`config.mk`:
```
export PLATFORM = sky130hd
export DESIGN_NAME = energy_meter_packet_decoder
export DESIGN_NICKNAME = d
export VERILOG_FILES = /design/src/emd_pkg.sv /design/src/emd_div.sv /design/src/energy_meter_packet_decoder.sv
export SDC_FILE = /design/constraint.sdc
export NUM_CORES = 2
export LEC_CHECK = 0
export BUFFER_PORTS_ARGS = -buffer_cell sky130_fd_sc_hd__buf_4
export CAP_MARGIN = 20
export CORE_MARGIN = 8
export CORE_UTILIZATION = 35
export DETAILED_ROUTE_END_ITERATION = 10
export GPL_ROUTABILITY_DRIVEN = 0
export PLACE_DENSITY = 0.49
export SLEW_MARGIN = 25
export SYNTH_ARGS = -nofsm -noshare
export SYNTH_HDL_FRONTEND = slang
export SYNTH_HIERARCHICAL = 1
export SYNTH_SLANG_ARGS = --single-unit
```
`constraint.sdc`:
```
create_clock -name clk_i -period 22.3 [get_ports clk_i]
set_clock_uncertainty 0.15 [all_clocks]
set_input_delay 2.23 -clock clk_i [delete_from_list [all_inputs] [get_ports clk_i]]
set_output_delay 2.23 -clock clk_i [all_outputs]
set_load 0.01 [all_outputs]
```
`src/emd_pkg.sv`:
```
// Shared types and constants of the energy meter packet decoder.
`timescale 1ns / 1ps
`default_nettype none

package emd_pkg;

  localparam int unsigned BYTE_W    = 8;
  localparam int unsigned WORD_W    = 24;
  localparam int unsigned VALUE_W   = 32;
  localparam int unsigned ENERGY_W  = 48;
  localparam int unsigned DATA_LEN  = 18;
  localparam int unsigned POS_W     = 5;
  localparam int unsigned CFG_IDX_W = 3;

  localparam int unsigned GAIN_FRACTION_BITS = 16;

  localparam logic [BYTE_W-1:0] HDR_BYTE = 8'h55;

  localparam logic [CFG_IDX_W-1:0] REG_CURRENT_GAIN   = 3'd0;
  localparam logic [CFG_IDX_W-1:0] REG_VOLTAGE_GAIN   = 3'd1;
  localparam logic [CFG_IDX_W-1:0] REG_POWER_GAIN     = 3'd2;
  localparam logic [CFG_IDX_W-1:0] REG_ENERGY_GAIN    = 3'd3;
  localparam logic [CFG_IDX_W-1:0] REG_FREQ_NUMERATOR = 3'd4;

  localparam logic [WORD_W-1:0] GAIN_RESET     = 24'd65536;
  localparam logic [WORD_W-1:0] FREQ_NUM_RESET = 24'd1000000;

  typedef struct packed {
    logic busy;
    logic done;
  } div_stat_t;

endpackage

`default_nettype wire

```
`src/emd_div.sv`:
```
// Bit-serial restoring divider for the frequency quotient, one bit per cycle.
`timescale 1ns / 1ps
`default_nettype none

module emd_div (
  input  wire logic                          clk_i,
  input  wire logic                          rst_ni,
  input  wire logic                          start_i,
  input  wire logic [emd_pkg::WORD_W-1:0]    dividend_i,
  input  wire logic [emd_pkg::WORD_W-1:0]    divisor_i,
  output emd_pkg::div_stat_t                 stat_o,
  output logic      [emd_pkg::WORD_W-1:0]    quotient_o
);

  localparam int unsigned W     = emd_pkg::WORD_W;
  localparam int unsigned CNT_W = $clog2(W + 1);

  logic [CNT_W-1:0] cnt_q, cnt_d;
  logic             done_q, done_d;
  logic             zero_q;
  logic [W-1:0]     quo_q, quo_d;
  logic [W-1:0]     rem_q, rem_d;
  logic [W-1:0]     div_q;
  logic [W:0]       trial;
  logic [W:0]       diff;

  assign trial = {rem_q, quo_q[W-1]};
  assign diff  = trial - {1'b0, div_q};

  always_comb begin
    cnt_d  = cnt_q;
    quo_d  = quo_q;
    rem_d  = rem_q;
    done_d = 1'b0;
    if (start_i) begin
      cnt_d = CNT_W'(W);
      quo_d = dividend_i;
      rem_d = '0;
    end else if (cnt_q != '0) begin
      cnt_d  = cnt_q - CNT_W'(1);
      done_d = (cnt_q == CNT_W'(1));
      if (!diff[W]) begin
        rem_d = diff[W-1:0];
        quo_d = {quo_q[W-2:0], 1'b1};
      end else begin
        rem_d = trial[W-1:0];
        quo_d = {quo_q[W-2:0], 1'b0};
      end
    end
  end

  always_ff @(posedge clk_i or negedge rst_ni) begin
    if (!rst_ni) begin
      cnt_q  <= '0;
      done_q <= 1'b0;
    end else begin
      cnt_q  <= cnt_d;
      done_q <= done_d;
    end
  end

  always_ff @(posedge clk_i) begin
    quo_q <= quo_d;
    rem_q <= rem_d;
    if (start_i) begin
      div_q  <= divisor_i;
      zero_q <= (divisor_i == '0);
    end
  end

  assign stat_o     = '{busy: (cnt_q != '0), done: done_q};
  assign quotient_o = zero_q ? '0 : quo_q;

endmodule

`default_nettype wire

```
`src/energy_meter_packet_decoder.sv`:
```
// Top level: frame hunting, byte collection and the shared multiply sequencer.
// Ready stays high while data bytes are collected, so they can arrive one per cycle.
// The last data byte starts the work: four passes through one 24x24 multiplier,
// a 24-step bit-serial divide with a registered done flag, and the output load.
// Ready returns when the result is loaded, or once a held result has been taken.
// Reset clears the byte position, energy total and output valid, and restores the gains.
`timescale 1ns / 1ps
`default_nettype none

module energy_meter_packet_decoder #(
  parameter int unsigned GAIN_FRACTION_BITS = emd_pkg::GAIN_FRACTION_BITS
) (
  input  wire logic                                  clk_i,
  input  wire logic                                  rst_ni,
  input  wire logic                                  cfg_we_i,
  input  wire logic [emd_pkg::CFG_IDX_W-1:0]         cfg_idx_i,
  input  wire logic [emd_pkg::WORD_W-1:0]            cfg_wdata_i,
  input  wire logic                                  in_valid_i,
  output logic                                       in_ready_o,
  input  wire logic [emd_pkg::BYTE_W-1:0]            rx_byte_i,
  output logic                                       out_valid_o,
  input  wire logic                                  out_ready_i,
  output logic [emd_pkg::VALUE_W-1:0]                current_value_o,
  output logic [emd_pkg::VALUE_W-1:0]                voltage_value_o,
  output logic [emd_pkg::VALUE_W-1:0]                power_value_o,
  output logic [emd_pkg::ENERGY_W-1:0]               energy_total_o,
  output logic [emd_pkg::WORD_W-1:0]                 frequency_value_o
);

  localparam int unsigned W      = emd_pkg::WORD_W;
  localparam int unsigned VW     = emd_pkg::VALUE_W;
  localparam int unsigned EW     = emd_pkg::ENERGY_W;
  localparam int unsigned PROD_W = 2 * W;
  localparam int unsigned NBYTES = emd_pkg::DATA_LEN;
  localparam int unsigned PW     = emd_pkg::POS_W;

  localparam logic [2:0] ST_IDLE = 3'd0;
  localparam logic [2:0] ST_MUL  = 3'd1;
  localparam logic [2:0] ST_POST = 3'd2;
  localparam logic [2:0] ST_DIV  = 3'd3;
  localparam logic [2:0] ST_PUSH = 3'd4;

  logic [2:0]    state_q, state_d;
  logic [PW-1:0] pos_q, pos_d;
  logic [1:0]    idx_q, idx_d;

  logic [W-1:0] cur_gain_q, vol_gain_q, pow_gain_q, eng_gain_q, freq_num_q;

  logic [emd_pkg::BYTE_W-1:0] frame_q [NBYTES];

  logic [W-1:0]      word_cur, word_vol, word_pow, word_eng, word_per, pow_mag;
  logic [W-1:0]      mul_a, mul_b;
  logic [PROD_W-1:0] prod_q;
  logic [PROD_W-1:0] scaled;
  logic [VW-1:0]     scaled_sat;
  logic [EW:0]       energy_ext;

  logic [VW-1:0] cur_q, vol_q, pow_q;
  logic [W-1:0]  freq_q;
  logic [EW-1:0] energy_sum_q;

  logic               accept;
  logic               frame_end;
  logic               hunting;
  logic               div_start;
  logic [W-1:0]       div_quo;
  emd_pkg::div_stat_t div_stat;

  assign in_ready_o = (state_q == ST_IDLE);
  assign accept     = in_valid_i && in_ready_o;
  assign hunting    = (pos_q == '0) || (pos_q > PW'(NBYTES));
  assign frame_end  = accept && !hunting && (pos_q == PW'(NBYTES));
  assign div_start  = (state_q == ST_POST) && (idx_q == 2'd3);

  assign word_cur = {frame_q[2],  frame_q[1],  frame_q[0]};
  assign word_vol = {frame_q[5],  frame_q[4],  frame_q[3]};
  assign word_pow = {frame_q[11], frame_q[10], frame_q[9]};
  assign word_eng = {frame_q[14], frame_q[13], frame_q[12]};
  assign word_per = {frame_q[17], frame_q[16], frame_q[15]};
  assign pow_mag  = word_pow[W-1] ? (W'(0) - word_pow) : word_pow;

  always_comb begin
    case (idx_q)
      2'd0: begin
        mul_a = word_cur;
        mul_b = cur_gain_q;
      end
      2'd1: begin
        mul_a = word_vol;
        mul_b = vol_gain_q;
      end
      2'd2: begin
        mul_a = pow_mag;
        mul_b = pow_gain_q;
      end
      default: begin
        mul_a = word_eng;
        mul_b = eng_gain_q;
      end
    endcase
  end

  assign scaled     = prod_q >> GAIN_FRACTION_BITS;
  assign scaled_sat = (|scaled[PROD_W-1:VW]) ? '1 : scaled[VW-1:0];
  assign energy_ext = {1'b0, energy_sum_q} + {1'b0, scaled[EW-1:0]};

  always_comb begin
    state_d = state_q;
    pos_d   = pos_q;
    idx_d   = idx_q;
    unique case (state_q)
      ST_IDLE: begin
        if (accept) begin
          if (hunting) begin
            pos_d = (rx_byte_i == emd_pkg::HDR_BYTE) ? PW'(1) : '0;
          end else if (pos_q < PW'(NBYTES)) begin
            pos_d = pos_q + PW'(1);
          end else begin
            pos_d   = '0;
            idx_d   = '0;
            state_d = ST_MUL;
          end
        end
      end
      ST_MUL: begin
        state_d = ST_POST;
      end
      ST_POST: begin
        if (idx_q == 2'd3) begin
          state_d = ST_DIV;
        end else begin
          idx_d   = idx_q + 2'd1;
          state_d = ST_MUL;
        end
      end
      ST_DIV: begin
        if (div_stat.done) begin
          state_d = ST_PUSH;
        end
      end
      ST_PUSH: begin
        if (!out_valid_o || out_ready_i) begin
          state_d = ST_IDLE;
        end
      end
      default: begin
        state_d = ST_IDLE;
      end
    endcase
  end

  always_ff @(posedge clk_i or negedge rst_ni) begin
    if (!rst_ni) begin
      state_q      <= ST_IDLE;
      pos_q        <= '0;
      idx_q        <= '0;
      energy_sum_q <= '0;
      out_valid_o  <= 1'b0;
      cur_gain_q   <= emd_pkg::GAIN_RESET;
      vol_gain_q   <= emd_pkg::GAIN_RESET;
      pow_gain_q   <= emd_pkg::GAIN_RESET;
      eng_gain_q   <= emd_pkg::GAIN_RESET;
      freq_num_q   <= emd_pkg::FREQ_NUM_RESET;
    end else begin
      state_q <= state_d;
      pos_q   <= pos_d;
      idx_q   <= idx_d;
      if (div_start) begin
        energy_sum_q <= energy_ext[EW] ? '1 : energy_ext[EW-1:0];
      end
      if (state_q == ST_PUSH && (!out_valid_o || out_ready_i)) begin
        out_valid_o <= 1'b1;
      end else if (out_ready_i) begin
        out_valid_o <= 1'b0;
      end
      if (cfg_we_i) begin
        unique case (cfg_idx_i)
          emd_pkg::REG_CURRENT_GAIN:   cur_gain_q <= cfg_wdata_i;
          emd_pkg::REG_VOLTAGE_GAIN:   vol_gain_q <= cfg_wdata_i;
          emd_pkg::REG_POWER_GAIN:     pow_gain_q <= cfg_wdata_i;
          emd_pkg::REG_ENERGY_GAIN:    eng_gain_q <= cfg_wdata_i;
          emd_pkg::REG_FREQ_NUMERATOR: freq_num_q <= cfg_wdata_i;
          default: begin
          end
        endcase
      end
    end
  end

  always_ff @(posedge clk_i) begin
    if (accept && !hunting) begin
      for (int i = 0; i < NBYTES - 1; i++) begin
        frame_q[i] <= frame_q[i+1];
      end
      frame_q[NBYTES-1] <= rx_byte_i;
    end
    if (state_q == ST_MUL) begin
      prod_q <= {{(PROD_W-W){1'b0}}, mul_a} * {{(PROD_W-W){1'b0}}, mul_b};
    end
    if (state_q == ST_POST) begin
      case (idx_q)
        2'd0:    cur_q <= scaled_sat;
        2'd1:    vol_q <= scaled_sat;
        2'd2:    pow_q <= scaled_sat;
        default: begin
        end
      endcase
    end
    if (state_q == ST_DIV && div_stat.done) begin
      freq_q <= div_quo;
    end
    if (state_q == ST_PUSH && (!out_valid_o || out_ready_i)) begin
      current_value_o   <= cur_q;
      voltage_value_o   <= vol_q;
      power_value_o     <= pow_q;
      energy_total_o    <= energy_sum_q;
      frequency_value_o <= freq_q;
    end
  end

  emd_div u_div (
    .clk_i      (clk_i),
    .rst_ni     (rst_ni),
    .start_i    (div_start),
    .dividend_i (freq_num_q),
    .divisor_i  (word_per),
    .stat_o     (div_stat),
    .quotient_o (div_quo)
  );

  // The byte position never leaves the range of a frame.
  assert property (@(posedge clk_i) disable iff (!rst_ni) pos_q <= PW'(NBYTES))
    else $error("byte position out of range");

  // The divider runs only while the sequencer waits for it.
  assert property (@(posedge clk_i) disable iff (!rst_ni)
    (div_stat.busy || div_stat.done) |-> (state_q == ST_DIV))
    else $error("divider active outside its wait state");

  // The saturating energy total never decreases.
  assert property (@(posedge clk_i) disable iff (!rst_ni)
    1'b1 |=> (energy_sum_q >= $past(energy_sum_q)))
    else $error("energy total decreased");

  // The end of a frame starts the multiply sequence with the current word.
  assert property (@(posedge clk_i) disable iff (!rst_ni)
    frame_end |=> (state_q == ST_MUL) && (idx_q == 2'd0))
    else $error("frame end did not start the multiply sequence");

endmodule

`default_nettype wire
```
==> impl_metrics.csv <==
group,metric,value,unit
routing,vias,31130,
floorplanning,die_w,385.1,µm
timing,finalMaxSlewViolations,0,
cells_and_area,multiInputGateArea,24330,µm²
timing,rsz0062_at_grt,"no",
global_routing,met3_usage,0.03032,
yosys,yosys.area.top_type,"edfxtp_1",
floorplanning,die_area,148300,µm²
clock_network,cts_hold_buf,0,
worst_setup_path,crit_path_end_kind,"flop",
global_routing,antenna_found_initial,3,
timing,period_share,0.4445,
routing,drt_iter0_drc,2162,
timing,tns,0,ns
cells_and_area,nets,5070,
worst_setup_path,criticalPathCategory,"reg -> reg",
global_routing,grt_first_pass_wirelength,202400,µm
timing,fmax,100.9,MHz
clock_network,insertion_delay,0.69,ns
yosys,synthesis.nets,4872,
global_routing,first_global_vias,32370,
routing,via_per_inst,5.056,
yosys,seq_area_frac_synth,0.4306,
yosys,syn_area_per_cell,11.59,µm²
clock_network,cts_resized,0,
worst_setup_path,cp.required,22.57,ns
timing,finalSetupViolations,0,
worst_setup_path,cp_data_arrival_time,10.18,ns
floorplanning,start_util,0.3524,
routing,wirelength,133300,µm
clock_network,cts_sinks,722,
global_routing,grtUsageMet2,0.3004,
yosys,synth_top_area_share,0.3231,
yosys,synth_cell_types,98,
global_routing,grtUsageTotal,0.1787,
clock_network,numCtsBuffers,78,
routing,ant_nets,0,
floorplanning,fp.coreArea,135300,µm²
yosys,synth.most_common_cell,"inv_1",
yosys,syn_area,47680,µm²
yosys,synth_edf_count,513,
clock_network,clock_path_buffers,3,
floorplanning,die_h,385.1,µm
timing,max-slew-margin-rel,0.3234,
cells_and_area,drive_above_1_share,0.1481,
yosys,synthTopCellsByArea,"edfxtp_1 32%, fa_1 20%, dfrtp_1 9.1%",
placement,io_buffers,209,
yosys,ys_ff_latch,722,
routing,drc_errors,0,
worst_setup_path,start_kind,"flop",
cells_and_area,ff_latch_area,20530,µm²
global_routing,grt_max_degree,86,
cells_and_area,areaGrowthSynthToFinish,13.20,%
global_routing,met1_usage,0.2347,
global_routing,busiest_layer,"met2",
clock_network,clk_pin_slew,0.06,ns
routing,first_pass_iters,6,
clock_network,cts_tree,"yes",
yosys,synth_async_sr_flop_share,0.2562,
floorplanning,fp-row-count,135,
timing,layout_min_cycle_time,9.911,ns
yosys,synthCells,4112,
hold_path,hold_path.class,"reg -> reg",
yosys,yosys_warnings,6,
worst_setup_path,cp_max_fo,14,
run,maxCapViolCount,0,
timing,hold_viol,0,
clock_network,post_cts_buffers,0,
clock_network,htree_levels,3,
placement,dp_hpwl,98960,µm
timing,worstMarginPinSlew,1.015,ns
global_routing,overflow,0,
outcome,status,"finished clean",
routing,wl_per_cell,21.64,µm
yosys,synth_commonest_cells,"609 x inv_1, 513 x edfxtp_1, 483 x fa_1",
cells_and_area,fillers,13070,
yosys,synth_top_flop_cell,"edfxtp_1",
clock_network,cts-root-buf,"clkbuf_16",
floorplanning,io_pins,210,
## area by class of cell
class                   instances  share of cell area
diodes                          2          0.00009273
clock buffers                 112             0.03946
clock inverters                32            0.006306
inverters                     611             0.04259
multi-input cells            2621              0.4508
flip-flops and latches        722              0.3804
well taps                    1781             0.04129
repair buffers                276             0.03911
## registers in the layout (all words and copies together) (netlist names), 32 cells and up
register	cells
vol_q	32
frame_q	144
cur_q	32
pow_q	32
voltage_value_o	32
energy_total_o	48
power_value_o	32
current_value_o	32
prod_q	32
energy_sum_q	48
## worst max-delay path: stages, from the launching register on
cell and delay [ns]:
edfxtp_1 0.45, or4_1 0.55, nor2_1 0.22, nand4_1 0.26, o41ai_1 0.36, xor2_1 0.11
o21ai_0 0.28, o21a_1 0.68, nand2_1 0.17, fa_1 0.53, fa_1 0.53, fa_1 0.55
inv_1 0.06, fa_1 0.50, fa_1 0.54, fa_1 0.52, inv_1 0.05, fa_1 0.47
inv_1 0.04, ha_1 0.38, a2111oi_0 0.50, o31a_1 0.23, o2111ai_1 0.15, a221oi_2 0.65
o31ai_1 0.24, a311oi_1 0.37, xnor2_1 0.10
## metrics by stage
step | setup slack, ns | util | cells | hold WS (ns) | area, µm²
global route | 11.78 | 0.3989 | 6155 | 0.2405 | 53960
CTS | 12.37 | 0.3987 | 6155 | 0.2339 | 53950
detailed placement | 12.44 | 0.3805 | 6011 | 0.2545 | 51480
global placement | 12.59 | 0.3801 | 6009 | 0.2514 | 51420
finish | 12.39 | 0.3989 | 6157 | 0.2327 | 53970
floorplan | 13.12 | - | 4112 | 0.2503 | 47680
## worst paths after layout
check | from | slack (ns) | cells after the start | endpoint
setup reg to reg | frame_q[10][1] | 12.39 | 26 | prod_q[42]
hold reg to reg | vol_q[20] | 0.23 | 0 | voltage_value_o[20]
min in group asynchronous | rst_ni | 1.43 | 1 | energy_sum_q[20]
max in group asynchronous | rst_ni | 18.67 | 3 | u_div/cnt_q[1]
setup / recovery | frame_q[10][1] | 12.39 | 26 | prod_q[42]
hold / removal | vol_q[20] | 0.23 | 0 | voltage_value_o[20]
## per-layer routing
layer / vias up / routed length [µm]
met5: - / 13
met4: 2 / 4140
met3: 216 / 7568
met2: 827 / 65020
met1: 15990 / 56520
li1: 14100 / -
## cell families after synthesis
logic type,Yosys count,synth area share
multiplexers,224,0.05209
XOR/XNOR,108,0.02023
flip-flops,722,0.4306
AO/OA/AOI/OAI,524,0.07437
buffers and inverters,769,0.06228
AND/OR/NAND/NOR,1045,0.09545
adder cells (fa/ha/maj),720,0.2650
## cells in the final DEF (no fill, tap or decap), types with 8 or more instances in the layout
cell / Yosys / final
nand2_1: 382 / 382
o21bai_1: 8 / 8
o211ai_1: 14 / 14
o21ai_0: 72 / 71
buf_4: 4 / 271
o21ai_1: 11 / 9
o21a_1: 17 / 17
clkbuf_1: 108 / 29
clkbuf_16: 0 / 78
nor2b_1: 33 / 33
dfrtp_1: 174 / 174
edfxtp_1: 513 / 513
nand4_1: 21 / 21
fa_1: 483 / 483
mux2_2: 179 / 179
a21o_1: 65 / 65
inv_1: 609 / 608
a21oi_1: 143 / 139
dfstp_2: 11 / 11
nand2b_1: 30 / 30
o31ai_1: 16 / 16
a31oi_1: 24 / 24
mux2i_1: 40 / 30
dfxtp_1: 24 / 24
nand3_1: 34 / 34
and2_1: 19 / 16
clkinv_1: 1 / 9
a22oi_1: 40 / 40
nor3_1: 41 / 40
ha_1: 237 / 235
mux2i_2: 3 / 12
nor4_1: 12 / 12
a211oi_1: 28 / 28
xnor2_1: 50 / 50
xor2_1: 57 / 57
nor2_1: 415 / 410
and3_1: 18 / 17
Power is not shown: default switching activity piles up to over one toggle a cycle in this logic, so the estimate is an artifact.
